**config.mk**
```make
export PLATFORM = sky130hd
export DESIGN_NAME = base64_stream_encoder_core_flat
export DESIGN_NICKNAME = d
export VERILOG_FILES = /design/src/hdl/b64_pkg.sv /design/src/hdl/b64_stream_if.sv /design/src/hdl/b64_group_enc.sv /design/src/hdl/b64_line_fmt.sv /design/src/hdl/base64_stream_encoder_core.sv /design/src/flat_wrapper.sv
export SDC_FILE = /design/constraint.sdc
export NUM_CORES = 1
export LEC_CHECK = 0
export BUFFER_PORTS_ARGS = -buffer_cell sky130_fd_sc_hd__buf_2
export CAP_MARGIN = 20
export CORE_ASPECT_RATIO = 0.6
export CORE_MARGIN = 2
export CORE_UTILIZATION = 46
export CTS_CLUSTER_SIZE = 14
export DETAILED_ROUTE_END_ITERATION = 6
export PLACE_DENSITY_LB_ADDON = 0.08
export SETUP_SLACK_MARGIN = 0.1
export SLEW_MARGIN = 10
export SYNTH_ARGS = -nofsm -noshare
export SYNTH_HDL_FRONTEND = slang
export SYNTH_SLANG_ARGS = --single-unit
```
**constraint.sdc**
```tcl
create_clock -name clk_i -period 6.5 [get_ports clk_i]
set_clock_uncertainty 0.15 [all_clocks]
set_input_delay 1.95 -clock clk_i [delete_from_list [all_inputs] [get_ports clk_i]]
set_output_delay 1.95 -clock clk_i [all_outputs]
set_load 0.03 [all_outputs]
```
**src/hdl/b64_pkg.sv**
```systemverilog
package b64_pkg;

  localparam int unsigned LineLenWidth = 10;
  localparam int unsigned GroupSlots   = 4;

  localparam logic [1:0] ActData = 2'd0;
  localparam logic [1:0] ActLast = 2'd1;
  localparam logic [1:0] ActEnd  = 2'd2;

  localparam logic [7:0] CharNl  = 8'h0A;
  localparam logic [7:0] CharPad = 8'h3D;

  typedef struct packed {
    logic [1:0] action;
    logic [7:0] data_byte;
  } in_item_t;

  typedef struct packed {
    logic [7:0] character;
    logic       last_of_run;
  } out_item_t;

  typedef struct packed {
    logic [LineLenWidth-1:0] line_length;
  } cfg_item_t;

  // Characters an item produces before line wrapping is applied.
  typedef struct packed {
    logic [GroupSlots-1:0][7:0] chars;
    logic [2:0]                 count;
    logic                       closes_msg;
  } job_t;

  function automatic logic [7:0] b64_char(logic [5:0] v);
    logic [7:0] w;
    logic [7:0] c;
    w = {2'b00, v};
    if (v < 6'd26) begin
      c = 8'h41 + w;
    end else if (v < 6'd52) begin
      c = 8'h61 + (w - 8'd26);
    end else if (v < 6'd62) begin
      c = 8'h30 + (w - 8'd52);
    end else if (v == 6'd62) begin
      c = 8'h2B;
    end else begin
      c = 8'h2F;
    end
    return c;
  endfunction

endpackage

```
**src/hdl/b64_stream_if.sv**
```systemverilog
interface b64_stream_if #(
  parameter type payload_t = logic
);
  logic     valid;
  logic     ready;
  payload_t payload;

  modport source (output valid, output payload, input ready);
  modport sink (input valid, input payload, output ready);
endinterface

```
**src/hdl/b64_group_enc.sv**
```systemverilog
module b64_group_enc (
  input  logic          clk_i,
  input  logic          rst_ni,
  b64_stream_if.sink    in_i,
  input  logic          pop_i,
  output b64_pkg::job_t job_o,
  output logic          job_valid_o
);
  import b64_pkg::*;

  logic [1:0] phase_q, phase_d;
  logic [3:0] lo_q, lo_d;
  logic       job_valid_q, job_valid_d;
  job_t       job_q, job_d;
  logic       take, fin, accept;
  logic [7:0] b;
  logic [1:0] slot;

  assign in_i.ready  = !job_valid_q || pop_i;
  assign accept      = in_i.valid && in_i.ready;
  assign b           = in_i.payload.data_byte;
  assign take        = (in_i.payload.action == ActData) || (in_i.payload.action == ActLast);
  assign fin         = (in_i.payload.action == ActLast) || (in_i.payload.action == ActEnd);
  assign job_o       = job_q;
  assign job_valid_o = job_valid_q;

  always_comb begin
    job_d.chars      = '0;
    job_d.count      = 3'd0;
    job_d.closes_msg = fin;
    phase_d          = phase_q;
    lo_d             = lo_q;
    slot             = 2'd0;
    if (take) begin
      unique case (phase_q)
        2'd0: begin
          job_d.chars[0] = b64_char(b[7:2]);
          job_d.count    = 3'd1;
          lo_d           = {2'b00, b[1:0]};
          phase_d        = 2'd1;
        end
        2'd1: begin
          job_d.chars[0] = b64_char({lo_q[1:0], b[7:4]});
          job_d.count    = 3'd1;
          lo_d           = b[3:0];
          phase_d        = 2'd2;
        end
        2'd2: begin
          job_d.chars[0] = b64_char({lo_q, b[7:6]});
          job_d.chars[1] = b64_char(b[5:0]);
          job_d.count    = 3'd2;
          lo_d           = 4'd0;
          phase_d        = 2'd0;
        end
        default: begin
        end
      endcase
    end
    if (fin) begin
      slot = job_d.count[1:0];
      unique case (phase_d)
        2'd1: begin
          job_d.chars[slot]        = b64_char({lo_d[1:0], 4'b0000});
          job_d.chars[slot + 2'd1] = CharPad;
          job_d.chars[slot + 2'd2] = CharPad;
          job_d.count              = job_d.count + 3'd3;
        end
        2'd2: begin
          job_d.chars[slot]        = b64_char({lo_d, 2'b00});
          job_d.chars[slot + 2'd1] = CharPad;
          job_d.count              = job_d.count + 3'd2;
        end
        default: begin
        end
      endcase
      phase_d = 2'd0;
      lo_d    = 4'd0;
    end
  end

  always_comb begin
    job_valid_d = job_valid_q;
    if (pop_i) begin
      job_valid_d = 1'b0;
    end
    // An unused action code is taken but leaves nothing to emit.
    if (accept && (take || fin)) begin
      job_valid_d = 1'b1;
    end
  end

  always_ff @(posedge clk_i or negedge rst_ni) begin
    if (!rst_ni) begin
      phase_q     <= 2'd0;
      lo_q        <= 4'd0;
      job_valid_q <= 1'b0;
    end else begin
      job_valid_q <= job_valid_d;
      if (accept) begin
        phase_q <= phase_d;
        lo_q    <= lo_d;
      end
    end
  end

  always_ff @(posedge clk_i) begin
    if (accept && (take || fin)) begin
      job_q <= job_d;
    end
  end

endmodule

```
**src/hdl/b64_line_fmt.sv**
```systemverilog
module b64_line_fmt (
  input  logic                             clk_i,
  input  logic                             rst_ni,
  input  b64_pkg::job_t                    job_i,
  input  logic                             job_valid_i,
  input  logic [b64_pkg::LineLenWidth-1:0] line_len_i,
  output logic                             pop_o,
  b64_stream_if.source                     out_o
);
  import b64_pkg::*;

  logic [LineLenWidth-1:0] pos_q, pos_d, pos_inc;
  logic                    jw_q, jw_d;
  logic                    nl_q, nl_d;
  logic [2:0]              idx_q, idx_d;
  logic                    out_valid_q;
  out_item_t               out_q;
  logic                    slot_free, step_en, wrap, emit, last, done;
  logic [7:0]              ch;

  assign slot_free = !out_valid_q || out_o.ready;
  assign step_en   = job_valid_i && slot_free;
  assign pos_inc   = pos_q + LineLenWidth'(1);
  assign wrap      = (line_len_i != '0) && (pos_inc >= line_len_i);

  always_comb begin
    pos_d = pos_q;
    jw_d  = jw_q;
    nl_d  = nl_q;
    idx_d = idx_q;
    emit  = 1'b0;
    ch    = CharNl;
    last  = 1'b0;
    done  = 1'b0;
    if (step_en) begin
      priority if (nl_q) begin
        // Wrap newline; it ends the item once every character has gone out.
        emit = 1'b1;
        nl_d = 1'b0;
        last = (idx_q == job_i.count);
        done = last;
      end else if (idx_q < job_i.count) begin
        emit  = 1'b1;
        ch    = job_i.chars[idx_q[1:0]];
        idx_d = idx_q + 3'd1;
        if (wrap) begin
          pos_d = '0;
          nl_d  = 1'b1;
          jw_d  = 1'b1;
        end else begin
          pos_d = pos_inc;
          jw_d  = 1'b0;
        end
        last = (idx_d == job_i.count) && !wrap && !job_i.closes_msg;
        done = last;
      end else begin
        // Closing newline, left out when the output already ends on a wrap.
        emit = !jw_q;
        last = 1'b1;
        done = 1'b1;
      end
      if (done) begin
        idx_d = 3'd0;
        if (job_i.closes_msg) begin
          pos_d = '0;
          jw_d  = 1'b0;
        end
      end
    end
  end

  assign pop_o         = done;
  assign out_o.valid   = out_valid_q;
  assign out_o.payload = out_q;

  always_ff @(posedge clk_i or negedge rst_ni) begin
    if (!rst_ni) begin
      pos_q       <= '0;
      jw_q        <= 1'b0;
      nl_q        <= 1'b0;
      idx_q       <= 3'd0;
      out_valid_q <= 1'b0;
    end else begin
      pos_q <= pos_d;
      jw_q  <= jw_d;
      nl_q  <= nl_d;
      idx_q <= idx_d;
      if (slot_free) begin
        out_valid_q <= emit;
      end
    end
  end

  always_ff @(posedge clk_i) begin
    if (slot_free && emit) begin
      out_q.character   <= ch;
      out_q.last_of_run <= last;
    end
  end

endmodule

```
**src/hdl/base64_stream_encoder_core.sv**
```systemverilog
// Channel  Direction  Payload                      Accepted when
// in_i     sink       action, data_byte            in_i.valid && in_i.ready
// out_o    source     character, last_of_run       out_o.valid && out_o.ready
// cfg_i    sink       line_length                  cfg_i.valid (ready is always high)
//
// An item is registered as a list of up to four characters; the line formatter
// then sends one character or newline per cycle while the output is not stalled.
// An end of message may yield no character at all.
// Reset clears the group and line state and sets the line length to 64.
// A stalled output holds the formatter, which holds the next item at the input.
module base64_stream_encoder_core (
  input  logic       clk_i,
  input  logic       rst_ni,
  b64_stream_if.sink   in_i,
  b64_stream_if.source out_o,
  b64_stream_if.sink   cfg_i
);
  import b64_pkg::*;

  logic [LineLenWidth-1:0] line_len_q;
  job_t                    job;
  logic                    job_valid;
  logic                    pop;

  assign cfg_i.ready = 1'b1;

  always_ff @(posedge clk_i or negedge rst_ni) begin
    if (!rst_ni) begin
      line_len_q <= LineLenWidth'(64);
    end else if (cfg_i.valid) begin
      line_len_q <= cfg_i.payload.line_length;
    end
  end

  b64_group_enc u_group_enc (
    .clk_i       (clk_i),
    .rst_ni      (rst_ni),
    .in_i        (in_i),
    .pop_i       (pop),
    .job_o       (job),
    .job_valid_o (job_valid)
  );

  b64_line_fmt u_line_fmt (
    .clk_i       (clk_i),
    .rst_ni      (rst_ni),
    .job_i       (job),
    .job_valid_i (job_valid),
    .line_len_i  (line_len_q),
    .pop_o       (pop),
    .out_o       (out_o)
  );

endmodule

```
**src/flat_wrapper.sv**
```systemverilog
// flat-port wrapper written by rule: the top's interface ports become plain ports
module base64_stream_encoder_core_flat import b64_pkg::*;
  (clk_i, rst_ni, in_i_valid, in_i_payload, in_i_ready, out_o_valid, out_o_payload, out_o_ready, cfg_i_valid, cfg_i_payload, cfg_i_ready);
  b64_stream_if #(.payload_t(in_item_t)) in_i_i ();
  b64_stream_if #(.payload_t(out_item_t)) out_o_i ();
  b64_stream_if #(.payload_t(cfg_item_t)) cfg_i_i ();
  input  logic clk_i;
  input  logic rst_ni;
  input wire logic [$bits(in_i_i.valid)-1:0] in_i_valid;
  input wire logic [$bits(in_i_i.payload)-1:0] in_i_payload;
  output wire logic [$bits(in_i_i.ready)-1:0] in_i_ready;
  output wire logic [$bits(out_o_i.valid)-1:0] out_o_valid;
  output wire logic [$bits(out_o_i.payload)-1:0] out_o_payload;
  input wire logic [$bits(out_o_i.ready)-1:0] out_o_ready;
  input wire logic [$bits(cfg_i_i.valid)-1:0] cfg_i_valid;
  input wire logic [$bits(cfg_i_i.payload)-1:0] cfg_i_payload;
  output wire logic [$bits(cfg_i_i.ready)-1:0] cfg_i_ready;
  assign in_i_i.valid = in_i_valid;
  assign in_i_i.payload = in_i_payload;
  assign in_i_ready = in_i_i.ready;
  assign out_o_valid = out_o_i.valid;
  assign out_o_payload = out_o_i.payload;
  assign out_o_i.ready = out_o_ready;
  assign cfg_i_i.valid = cfg_i_valid;
  assign cfg_i_i.payload = cfg_i_payload;
  assign cfg_i_ready = cfg_i_i.ready;
  base64_stream_encoder_core u_core (.clk_i(clk_i), .rst_ni(rst_ni), .in_i(in_i_i), .out_o(out_o_i), .cfg_i(cfg_i_i));
endmodule
```
==> metrics.yaml, run 1 <==
cts_resized: 0
whs_ns: 0.3754
synthTopCellsByCount: "88 x nand2_1, 71 x ha_1, 69 x o21ai_0"
multi_input_area_sq_um: 4566
setup_viol: 0
gp_congestion: 0.9374
worst_slew_pin_slew_ns: 1.121
grt_max_degree: 34
critPathLaunch: "u_core.u_line_fmt.pos_q[0]$_DFFE_PN0P_"
antenna_left: 0
critPathRequiredTime_ns: 4.40
drive_above_1_share_pct: 11.20
maxSlewHeadroom_pct: 24.45
fp.dieW_microns: 164.5
grtUsageMet1_pct: 43.59
ios: 37
fin_setup_tns_ns: 0
reg2regPathDepth: 11
worstSetupPathDepth: 13
cp_num_buf_inv: 1
crit_end: "in_i_ready"
drv_cap: 0
clk_pin_slew_ns: 0.06
register_area_sq_um: 2178
synth.net_count: 920
start_kind: "flop"
vias: 6355
cpPeakStageDelay_ns: 0.52
setup_ws_ns: 0.7013
dp_cells: 1026
fillers: 1445
grt_use_met3_pct: 6.901
dieArea_sq_um: 16490
yosys_warnings: 0
ctsHtreeMaxLevel: 3
top_usage_layer: "met1"
critPathTopFamily: "compound AO/OA/AOI/OAI gates"
cts-root-buf: "clkbuf_16"
antenna_found_initial: 0
syn_area_sq_um: 7107
path_class: "reg -> out"
syn_area_per_cell_sq_um: 8.625
clock_path_buffers: 2
routed_wirelength_mm: 20.83
path_cells: "ha_1, and3_1, and3_1, nand3_1, xnor2_1, ha_1, o21a_1, nor2_1, a41oi_1, a21oi_1, o21ai_0, nand2_1, buf_2"
drt-pass1-iter-count: 5
final-max-slew-violation-count: 0
start_util_pct: 46.63
power-per-cell-area_nw_per_um2: 380.5
synth_cells: 824
route.detailed.drc: 0
leakage_nw: 3.248
synth_top_area_share_pct: 19.01
core_sq_um: 15240
p_total_mw: 2.943
ir_drop_mv: 0.1916
drt_iter0_markers: 832
numCtsBuffers: 9
synthTopCellsByArea: "edfxtp_1 19%, ha_1 13%, dfrtp_1 11%"
reg2reg_from: "u_core.u_group_enc.phase_q[0]$_DFFE_PN0P_"
dp_slack_ns: 1.035
routed_via_density: 6.099
crit_path_end_kind: "output port"
yosysMostFrequentCell: "nand2_1"
layout.nets: 930
cts_setup_buffers: 0
rows: 35
die_y_microns: 100.3
holdPathStages: 1
ys_seq_elements: 78
grt_first_pass_wirelength_mm: 33.24
grt_use_total_pct: 26.18
cp_slowest_cell: "a41oi_1"
area_delta_synth_final_pct: 8.838
r2r_setup_slack_ns: 2.21
grt_pass1_vias: 5770
grt_overflow_total: 0
hold_viol_final: 0
cts.sinks: 78
clock_latency_ns: 0.34
synth_top_area_cell: "edfxtp_1"
rsz0062_at_grt: "no"
synth_edf_count: 45
final_cell_area_sq_um: 7735
post-route-period-util_pct: 89.21
fin_util_pct: 50.76
cts_tree: "yes"
r2r-end: "u_core.u_group_enc.job_o[6]$_DFFE_PP_"
wire_per_inst_microns: 19.99
place.port_buffers: 35
arrival_ns: 3.70
dpl_cell_area_sq_um: 7445
antennaDiodeCount: 0
ys_seq_area_share_pct: 30.65
grt_util_met2_pct: 33.05
path_max_fanout: 6
synthArstFlopShare_pct: 42.31
clock.fmax_mhz: 172.5
ctsHoldBuffers: 0
ys_types: 66
synthFlopType: "edfxtp_1"
status: "complete, no violations"
min_path_type: "reg -> reg"
hpwl_mm: 16.00
fin_crit_ns: 5.799
final_cells: 1042
-- cell usage in the layout (no fill, tap or decap), types with 10 or more instances in the layout --
cell type   n
nand3_1    29
buf_2      35
a21oi_1    63
xnor2_1    36
ha_1       71
or3_1      11
nand2b_1   15
edfxtp_1   45
o21ai_0    69
nand2_1    88
a21o_1     12
nor2b_1    19
a31oi_1    19
inv_1      46
o22ai_1    10
xor2_1     21
dfrtp_1    32
nor2_1     46
-- area by class of cell --
class,instances,area share [%]
Clock buffer,9,2.912
Clock inverter,7,0.8412
Inverter,49,2.378
Multi-Input combinational cell,652,59.03
Sequential cell,78,28.16
Tap cell,203,3.284
Timing Repair Buffer,44,3.397
-- power breakdown --
group          leakage [nW]  internal [mW]  total [mW]  switching, mW
clock network         0.132          0.266       0.497          0.231
logic                  2.26          0.586        1.61           1.03
registers             0.852          0.706       0.832          0.126
-- registers in the layout (all words and copies together), names as in the netlist --
| register | flops |
|---|---|
| u_core.line_len_q | 10 |
| u_core.u_group_enc.job_o | 36 |
| u_core.u_group_enc.job_valid_o | 1 |
| u_core.u_group_enc.lo_q | 4 |
| u_core.u_group_enc.phase_q | 2 |
| u_core.u_line_fmt.idx_q | 3 |
| u_core.u_line_fmt.jw_q | 1 |
| u_core.u_line_fmt.nl_q | 1 |
| u_core.u_line_fmt.out_o.payload | 9 |
| u_core.u_line_fmt.out_o.valid | 1 |
| u_core.u_line_fmt.pos_q | 10 |
-- per-layer routing --
| layer | vias up | wire (microns) |
|---|---|---|
| met3 | 15 | 2063 |
| met1 | 3057 | 10840 |
| li1 | 3005 | - |
| met4 | 0 | 181 |
| met5 | - | 0 |
| met2 | 278 | 7743 |
-- kinds of logic after synthesis --
logic type / synth area share (%)
multiplexers: 5.986
buffers and inverters: 5.264
AND/OR/NAND/NOR: 15.70
XOR/XNOR: 7.025
flip-flops: 30.65
AO/OA/AOI/OAI: 22.82
adder cells (fa/ha/maj): 12.50
other: 0.05277
-- how the worst min path moves through the flow --
| stage | start | to | slack, ns |
|---|---|---|---|
| 2_1_floorplan | u_core.u_line_fmt.jw_q$_DFFE_PN0P_ | u_core.u_line_fmt.jw_q$_DFFE_PN0P_ | 0.30 |
| 3_3_place_gp | u_core.u_line_fmt.out_o.valid$_DFFE_PN0N_ | u_core.u_line_fmt.out_o.valid$_DFFE_PN0N_ | 0.35 |
| 3_5_place_dp | u_core.u_line_fmt.out_o.valid$_DFFE_PN0N_ | u_core.u_line_fmt.out_o.valid$_DFFE_PN0N_ | 0.35 |
| 4_1_cts | u_core.u_line_fmt.out_o.valid$_DFFE_PN0N_ | u_core.u_line_fmt.out_o.valid$_DFFE_PN0N_ | 0.37 |
| 5_1_grt | u_core.u_line_fmt.pos_q[9]$_DFFE_PN0P_ | u_core.u_line_fmt.pos_q[9]$_DFFE_PN0P_ | 0.39 |
| 6_report | u_core.u_line_fmt.out_o.valid$_DFFE_PN0N_ | u_core.u_line_fmt.out_o.valid$_DFFE_PN0N_ | 0.38 |
(Power assumes the default switching activity.)
==> inputs of run 2 (changes only) <==
--- a/config.mk
+++ b/config.mk
@@ -12,9 +12,11 @@
 export CORE_UTILIZATION = 46
 export CTS_CLUSTER_SIZE = 14
 export DETAILED_ROUTE_END_ITERATION = 6
+export GPL_TIMING_DRIVEN = 1
 export PLACE_DENSITY_LB_ADDON = 0.08
 export SETUP_SLACK_MARGIN = 0.1
 export SLEW_MARGIN = 10
 export SYNTH_ARGS = -nofsm -noshare
 export SYNTH_HDL_FRONTEND = slang
+export SYNTH_HIERARCHICAL = 1
 export SYNTH_SLANG_ARGS = --single-unit
==> metrics.yaml, run 2 <==
synth_cells: 855  # +3.8%
ys_seq_area_share_pct: 29.02  # -1.6 points
r2r-end: "u_core/u_group_enc/job_o[19]$_DFFE_PP_"
drt_iter0_markers: 734  # -12%
clk_pin_slew_ns: 0.07  # about the same
ctsHtreeMaxLevel: 3  # unchanged
syn_area_sq_um: 7507  # +5.6%
vias: 6661  # +4.8%
p_total_mw: 3.062  # +4.0%
yosys_warnings: 6  # +6
synthTopCellsByCount: "89 x nand2_1, 72 x ha_1, 57 x a21oi_1"
routed_via_density: 6.231  # +2.2%
synth_compound_area_share_pct: 21.83  # -0.98 points
ios: 37  # unchanged
final_cell_area_sq_um: 8061  # +4.2%
synth_mux_area_share_pct: 6.983  # +1.0 points
synth_edf_count: 45  # unchanged
r2r_setup_slack_ns: 2.25  # +0.04 ns
core_sq_um: 16080  # +5.5%
critPathRequiredTime_ns: 4.40  # about the same
ir_drop_mv: 0.1292  # -33%
reg2reg_from: "u_core/u_line_fmt/pos_q[2]$_DFFE_PN0P_"
start_kind: "flop"
path_cells: "ha_1, inv_1, nor3_1, xnor2_1, ha_1, nand2_1, o31ai_1, nand2_1, o21ai_0, a21oi_1, nand2b_1, buf_2"
layout.nets: 952  # +2.4%
fp.dieW_microns: 168.9  # +2.7%
start_util_pct: 46.69  # +0.052 points
yosysMostFrequentCell: "nand2_1"
drt-pass1-iter-count: 5  # unchanged
clock_latency_ns: 0.33  # about the same
numCtsBuffers: 9  # unchanged
routed_wirelength_mm: 23.10  # +11%
grt_use_total_pct: 27.12  # +0.94 points
most-common-layout-cells: "89 x nand2_1, 72 x ha_1, 57 x a21oi_1"
clock.fmax_mhz: 181.3  # +5.1%
grt_pass1_vias: 6080  # +5.4%
arrival_ns: 3.42  # -0.28 ns
antenna_left: 0  # unchanged
area_delta_synth_final_pct: 7.383
gp_congestion: 0.9555  # +1.9%
post-route-period-util_pct: 84.86  # -4.3 points
min_to: "u_core/u_line_fmt/jw_q$_DFFE_PN0P_"
fillers: 1525  # +5.5%
grt_overflow_total: 0  # unchanged
cpPeakStageDelay_ns: 0.56  # +0.04 ns
leakage_nw: 3.354  # +3.3%
final_common_cell: "nand2_1"
synthFlopType: "edfxtp_1"
cts_setup_buffers: 0  # unchanged
status: "complete, no violations"
cts.sinks: 78  # unchanged
dieArea_sq_um: 17390  # +5.5%
final-max-slew-violation-count: 0  # unchanged
hold_viol_final: 0  # unchanged
drive_above_1_share_pct: 12.67  # +1.5 points
fin_setup_tns_ns: 0  # unchanged
rows: 36  # +2.9%
synthAdderAreaFrac_pct: 12.00  # -0.50 points
reg2regPathDepth: 14  # +3
die_y_microns: 103.0  # +2.7%
antenna_found_initial: 0  # unchanged
antennaDiodeCount: 0  # unchanged
synth_top_family_by_area: "compound AO/OA/AOI/OAI gates"
holdPathStages: 2  # +1
fin_util_pct: 50.13  # -0.62 points
worst_slew_pin_slew_ns: 1.123  # +0.001305 ns
synthXorXnorAreaFrac_pct: 7.000  # -0.025 points
ctsHoldBuffers: 0  # unchanged
cts-root-buf: "clkbuf_16"
syn_area_per_cell_sq_um: 8.780  # +1.8%
path_class: "reg -> out"
drv_cap: 0  # unchanged
cts_resized: 0  # unchanged
synthArstFlopShare_pct: 42.31  # unchanged
synthTopCellsByArea: "edfxtp_1 18%, ha_1 12%, dfrtp_1 11%"
critPathTopFamily: "compound AO/OA/AOI/OAI gates"
hpwl_mm: 17.78  # +11%
clock_path_buffers: 2  # unchanged
setup_viol: 0  # unchanged
ys_types: 78  # +18%
wire_per_inst_microns: 21.61  # +8.1%
grt_first_pass_wirelength_mm: 35.99  # +8.3%
cp_num_buf_inv: 2  # +1
fin_crit_ns: 5.516  # -0.2827 ns
min_from: "u_core/u_line_fmt/jw_q$_DFFE_PN0P_"
ys_seq_elements: 78  # unchanged
synthSimpleGateAreaFrac_pct: 17.48  # +1.8 points
power-per-cell-area_nw_per_um2: 379.8  # -0.17%
crit_path_end_kind: "output port"
rsz0062_at_grt: "no"
dpl_cell_area_sq_um: 7749  # +4.1%
cts_tree: "yes"
largest_reg_flops: 36  # unchanged
synth_top_area_share_pct: 18.00  # -1.0 points
route.detailed.drc: 0  # unchanged
synth_top_area_cell: "edfxtp_1"
place.port_buffers: 35  # unchanged
min_path_type: "reg -> reg"
whs_ns: 0.3371  # -0.03830 ns
path_max_fanout: 6  # unchanged
synth.net_count: 952  # +3.5%
grt_max_degree: 37  # +8.8%
maxSlewHeadroom_pct: 23.22  # -1.2 points
cp_slowest_cell: "o21ai_0"
run 2: power by group:
part           switching (mW)  total [mW]  internal (mW)  leakage (nW)
sequential              0.143       0.854          0.711         0.848
clock                   0.222       0.525          0.304         0.145
combinational            1.09        1.68          0.597          2.36
run 2: tightest hold or removal path, stage by stage, from the launching register on:
cell and delay [ns]:
dfrtp_1 0.35, nand2_1 0.05, nand2_1 0.06
run 2: how the worst max path moves through the flow:
stage / start / endpoint / slack (ns) / cells after the start
after global routing: u_core/u_line_fmt/pos_q[0]$_DFFE_PN0P_ / in_i_ready / 0.72 / 12
after floorplan: out_o_ready / u_core/u_group_enc/job_o[0]$_DFFE_PP_ / 1.20 / 9
after CTS: u_core/u_line_fmt/pos_q[0]$_DFFE_PN0P_ / in_i_ready / 1.01 / 12
final: u_core/u_line_fmt/pos_q[0]$_DFFE_PN0P_ / in_i_ready / 0.98 / 12
after detailed placement: in_i_payload[9] / u_core/u_group_enc/job_o[6]$_DFFE_PP_ / 0.98 / 11
after global placement: in_i_payload[9] / u_core/u_group_enc/job_o[14]$_DFFE_PP_ / 1.11 / 12
run 2: cell families after synthesis:
kind of cell             count (synthesis)
AND/OR/NAND/NOR                        267
adder cells (fa/ha/maj)                 72
buffers and inverters                  100
other                                    1
XOR/XNOR                                60
flip-flops                              78
multiplexers                            35
AO/OA/AOI/OAI                          242
run 2: routing by layer:
metal	vias up	part of all wire, %	GRT usage [%]
li1	3108	-	-
met5	-	0	0
met2	308	37	35.03
met3	20	10	7.985
met1	3225	52	43.71
met4	0	0.80	3.912
run 2: final cells by class:
| class | count | area [sq um] | share of cell area [%] |
|---|---|---|---|
| multi-input combinational | 677 | 4908 | 60.89 |
| sequential | 78 | 2178 | 27.02 |
| tap | 209 | 261.5 | 3.244 |
| timing repair buffer | 43 | 235.2 | 2.918 |
| clock buffer | 9 | 225.2 | 2.794 |
| inverter | 46 | 172.7 | 2.142 |
| clock inverter | 7 | 80.08 | 0.9933 |
run 2: metrics by stage:
stage | std cells | setup slack [ns]
global placement | 1052 | 1.112
global route | 1069 | 0.7166
CTS | 1068 | 1.009
finish | 1069 | 0.9840
detailed placement | 1052 | 0.9828
floorplan | 855 | 1.202
==> inputs of run 3 (changes only) <==
==> constraint.sdc (replaced) <==
create_clock -name clk_i -period 5.5 [get_ports clk_i]
set_clock_uncertainty 0.15 [all_clocks]
set_input_delay 1.65 -clock clk_i [delete_from_list [all_inputs] [get_ports clk_i]]
set_output_delay 1.65 -clock clk_i [all_outputs]
set_load 0.03 [all_outputs]
==> metrics.yaml, run 3 (synthesized netlist as in run 2, its figures left out) <==
status: "complete, no violations"
clk_pin_slew_ns: 0.07  # about the same
largest_reg_flops: 36  # unchanged
dp_cells: 1065  # +1.2%
worst_slew_pin_slew_ns: 1.024  # -0.09820 ns
routed_via_density: 6.183  # -0.77%
arrival_ns: 3.30  # -0.12 ns
grt_overflow_total: 0  # unchanged
setup_viol: 0  # unchanged
fin_crit_ns: 5.099
ir_drop_mv: 0.2077  # +61%
antenna_found_initial: 0  # unchanged
setup_ws_ns: 0.4012  # -0.5828 ns
core_sq_um: 16080  # unchanged
clock_path_buffers: 2  # unchanged
drive_above_1_share_pct: 13.97  # +1.3 points
drt_iter0_markers: 854  # +16%
most-common-layout-cells: "89 x nand2_1, 72 x ha_1, 57 x a21oi_1"
grt_max_degree: 37  # unchanged
gp_congestion: 1.010  # +5.7%
dp_slack_ns: 0.4480  # -0.5348 ns
layout.nets: 965  # +1.4%
antennaDiodeCount: 0  # unchanged
ctsHoldBuffers: 0  # unchanged
fin_setup_tns_ns: 0  # unchanged
cp_slowest_cell: "dfrtp_1"
ctsHtreeMaxLevel: 3  # unchanged
routed_wirelength_mm: 23.19  # +0.40%
final_common_cell: "nand2_1"
die_y_microns: 103.0  # unchanged
grt_first_pass_wirelength_mm: 36.15  # +0.44%
fp.dieW_microns: 168.9  # unchanged
p_total_mw: 3.688  # +20%
dieArea_sq_um: 17390  # unchanged
route.detailed.drc: 0  # unchanged
hold_viol_final: 0  # unchanged
start_util_pct: 46.69  # unchanged
ios: 37  # unchanged
min_path_type: "reg -> reg"
final-max-slew-violation-count: 0  # unchanged
grt_pass1_vias: 6099  # +0.31%
clock.fmax_mhz: 196.1
crit_path_end_kind: "output port"
power-per-cell-area_nw_per_um2: 451.6  # +19%
leakage_nw: 3.421  # +2.0%
critPathTopFamily: "compound AO/OA/AOI/OAI gates"
rows: 36  # unchanged
cts_tree: "yes"
wire_per_inst_microns: 21.44  # -0.80%
grt_use_total_pct: 27.21  # +0.086 points
antenna_left: 0  # unchanged
drt-pass1-iter-count: 5  # unchanged
cts-root-buf: "clkbuf_16"
clock_latency_ns: 0.34  # about the same
whs_ns: 0.3358  # -0.001288 ns
final_cells: 1082  # +1.2%
area_delta_synth_final_pct: 8.783
drv_cap: 0  # unchanged
hpwl_mm: 17.96  # +0.98%
maxSlewHeadroom_pct: 31.33  # +8.1 points
numCtsBuffers: 9  # unchanged
cp_num_buf_inv: 2  # unchanged
path_max_fanout: 6  # unchanged
place.port_buffers: 35  # unchanged
cpPeakStageDelay_ns: 0.50  # -0.06 ns
start_kind: "flop"
critPathRequiredTime_ns: 3.70  # -0.70 ns
path_class: "reg -> out"
vias: 6690  # +0.44%
rsz0062_at_grt: "no"
post-route-period-util_pct: 92.71
cts.sinks: 78  # unchanged
path_cells: "ha_1, inv_1, nor3_1, xnor2_1, ha_1, nand2_1, o31ai_1, nand2_1, o21ai_1, a21oi_1, nand2b_1, buf_2"
## run 3: cell types whose count changed in the layout (fill, tap and decap cells not counted), sizes merged
cell / delta
buf: +13
## run 3: layer usage
metal	GRT usage [%]	vias up	wire length, microns
li1	-	3132	-
met1	43.84	3215	11850
met2	36.44	336	8887
met3	6.833	7	2373
met4	3.316	0	80
met5	0	-	0
## run 3: repair_timing
action	in CTS	in global routing
buffers inserted	0	0
gates resized for setup	0	1
endpoints found under the setup margin	0	1
## run 3: path summary, 6_finish.rpt
path | startpoint | end | slack, ns | depth (start not counted)
worst max-delay path | u_core/u_line_fmt/pos_q[0]$_DFFE_PN0P_ | in_i_ready | 0.40 | 12
worst min-delay path | u_core/u_line_fmt/jw_q$_DFFE_PN0P_ | u_core/u_line_fmt/jw_q$_DFFE_PN0P_ | 0.34 | 2
worst max register to register | u_core/u_line_fmt/pos_q[2]$_DFFE_PN0P_ | u_core/u_group_enc/job_o[18]$_DFFE_PP_ | 1.35 | 14
worst min register to register | u_core/u_line_fmt/jw_q$_DFFE_PN0P_ | u_core/u_line_fmt/jw_q$_DFFE_PN0P_ | 0.34 | 2
max in group asynchronous | rst_ni | u_core/line_len_q[5]$_DFFE_PN0P_ | 3.41 | 1
min in group asynchronous | rst_ni | u_core/u_line_fmt/idx_q[0]$_DFFE_PN0P_ | 1.26 | 1
## run 3: metrics by stage
stage	util (%)	area, sq um
floorplan	-	7507
global placement	48.79	7846
detailed placement	48.79	7846
CTS	50.74	8159
global route	50.79	8167
finish	50.79	8167
## run 3: layout make-up
class,instances,area [sq um]
fill,1545,7914
multi-input combinational,677,4908
sequential,78,2178
timing repair buffer,56,332.8
tap,209,261.5
clock buffer,9,225.2
inverter,46,172.7
clock inverter,7,87.58
## run 3: report_power, final
part / total (mW) / switching, mW / leakage, nW / internal [mW]
clock network: 0.632 / 0.269 / 0.148 / 0.363
logic: 2.08 / 1.34 / 2.42 / 0.740
registers: 0.980 / 0.140 / 0.848 / 0.840
total: 3.69 / 1.74 / 3.42 / 1.94
## run 3: worst min-delay path: cells and delay by family, from the launching register on
kind             cells  cell delay [ns]
DFF                  1             0.35
and+or+nand+nor      2             0.10
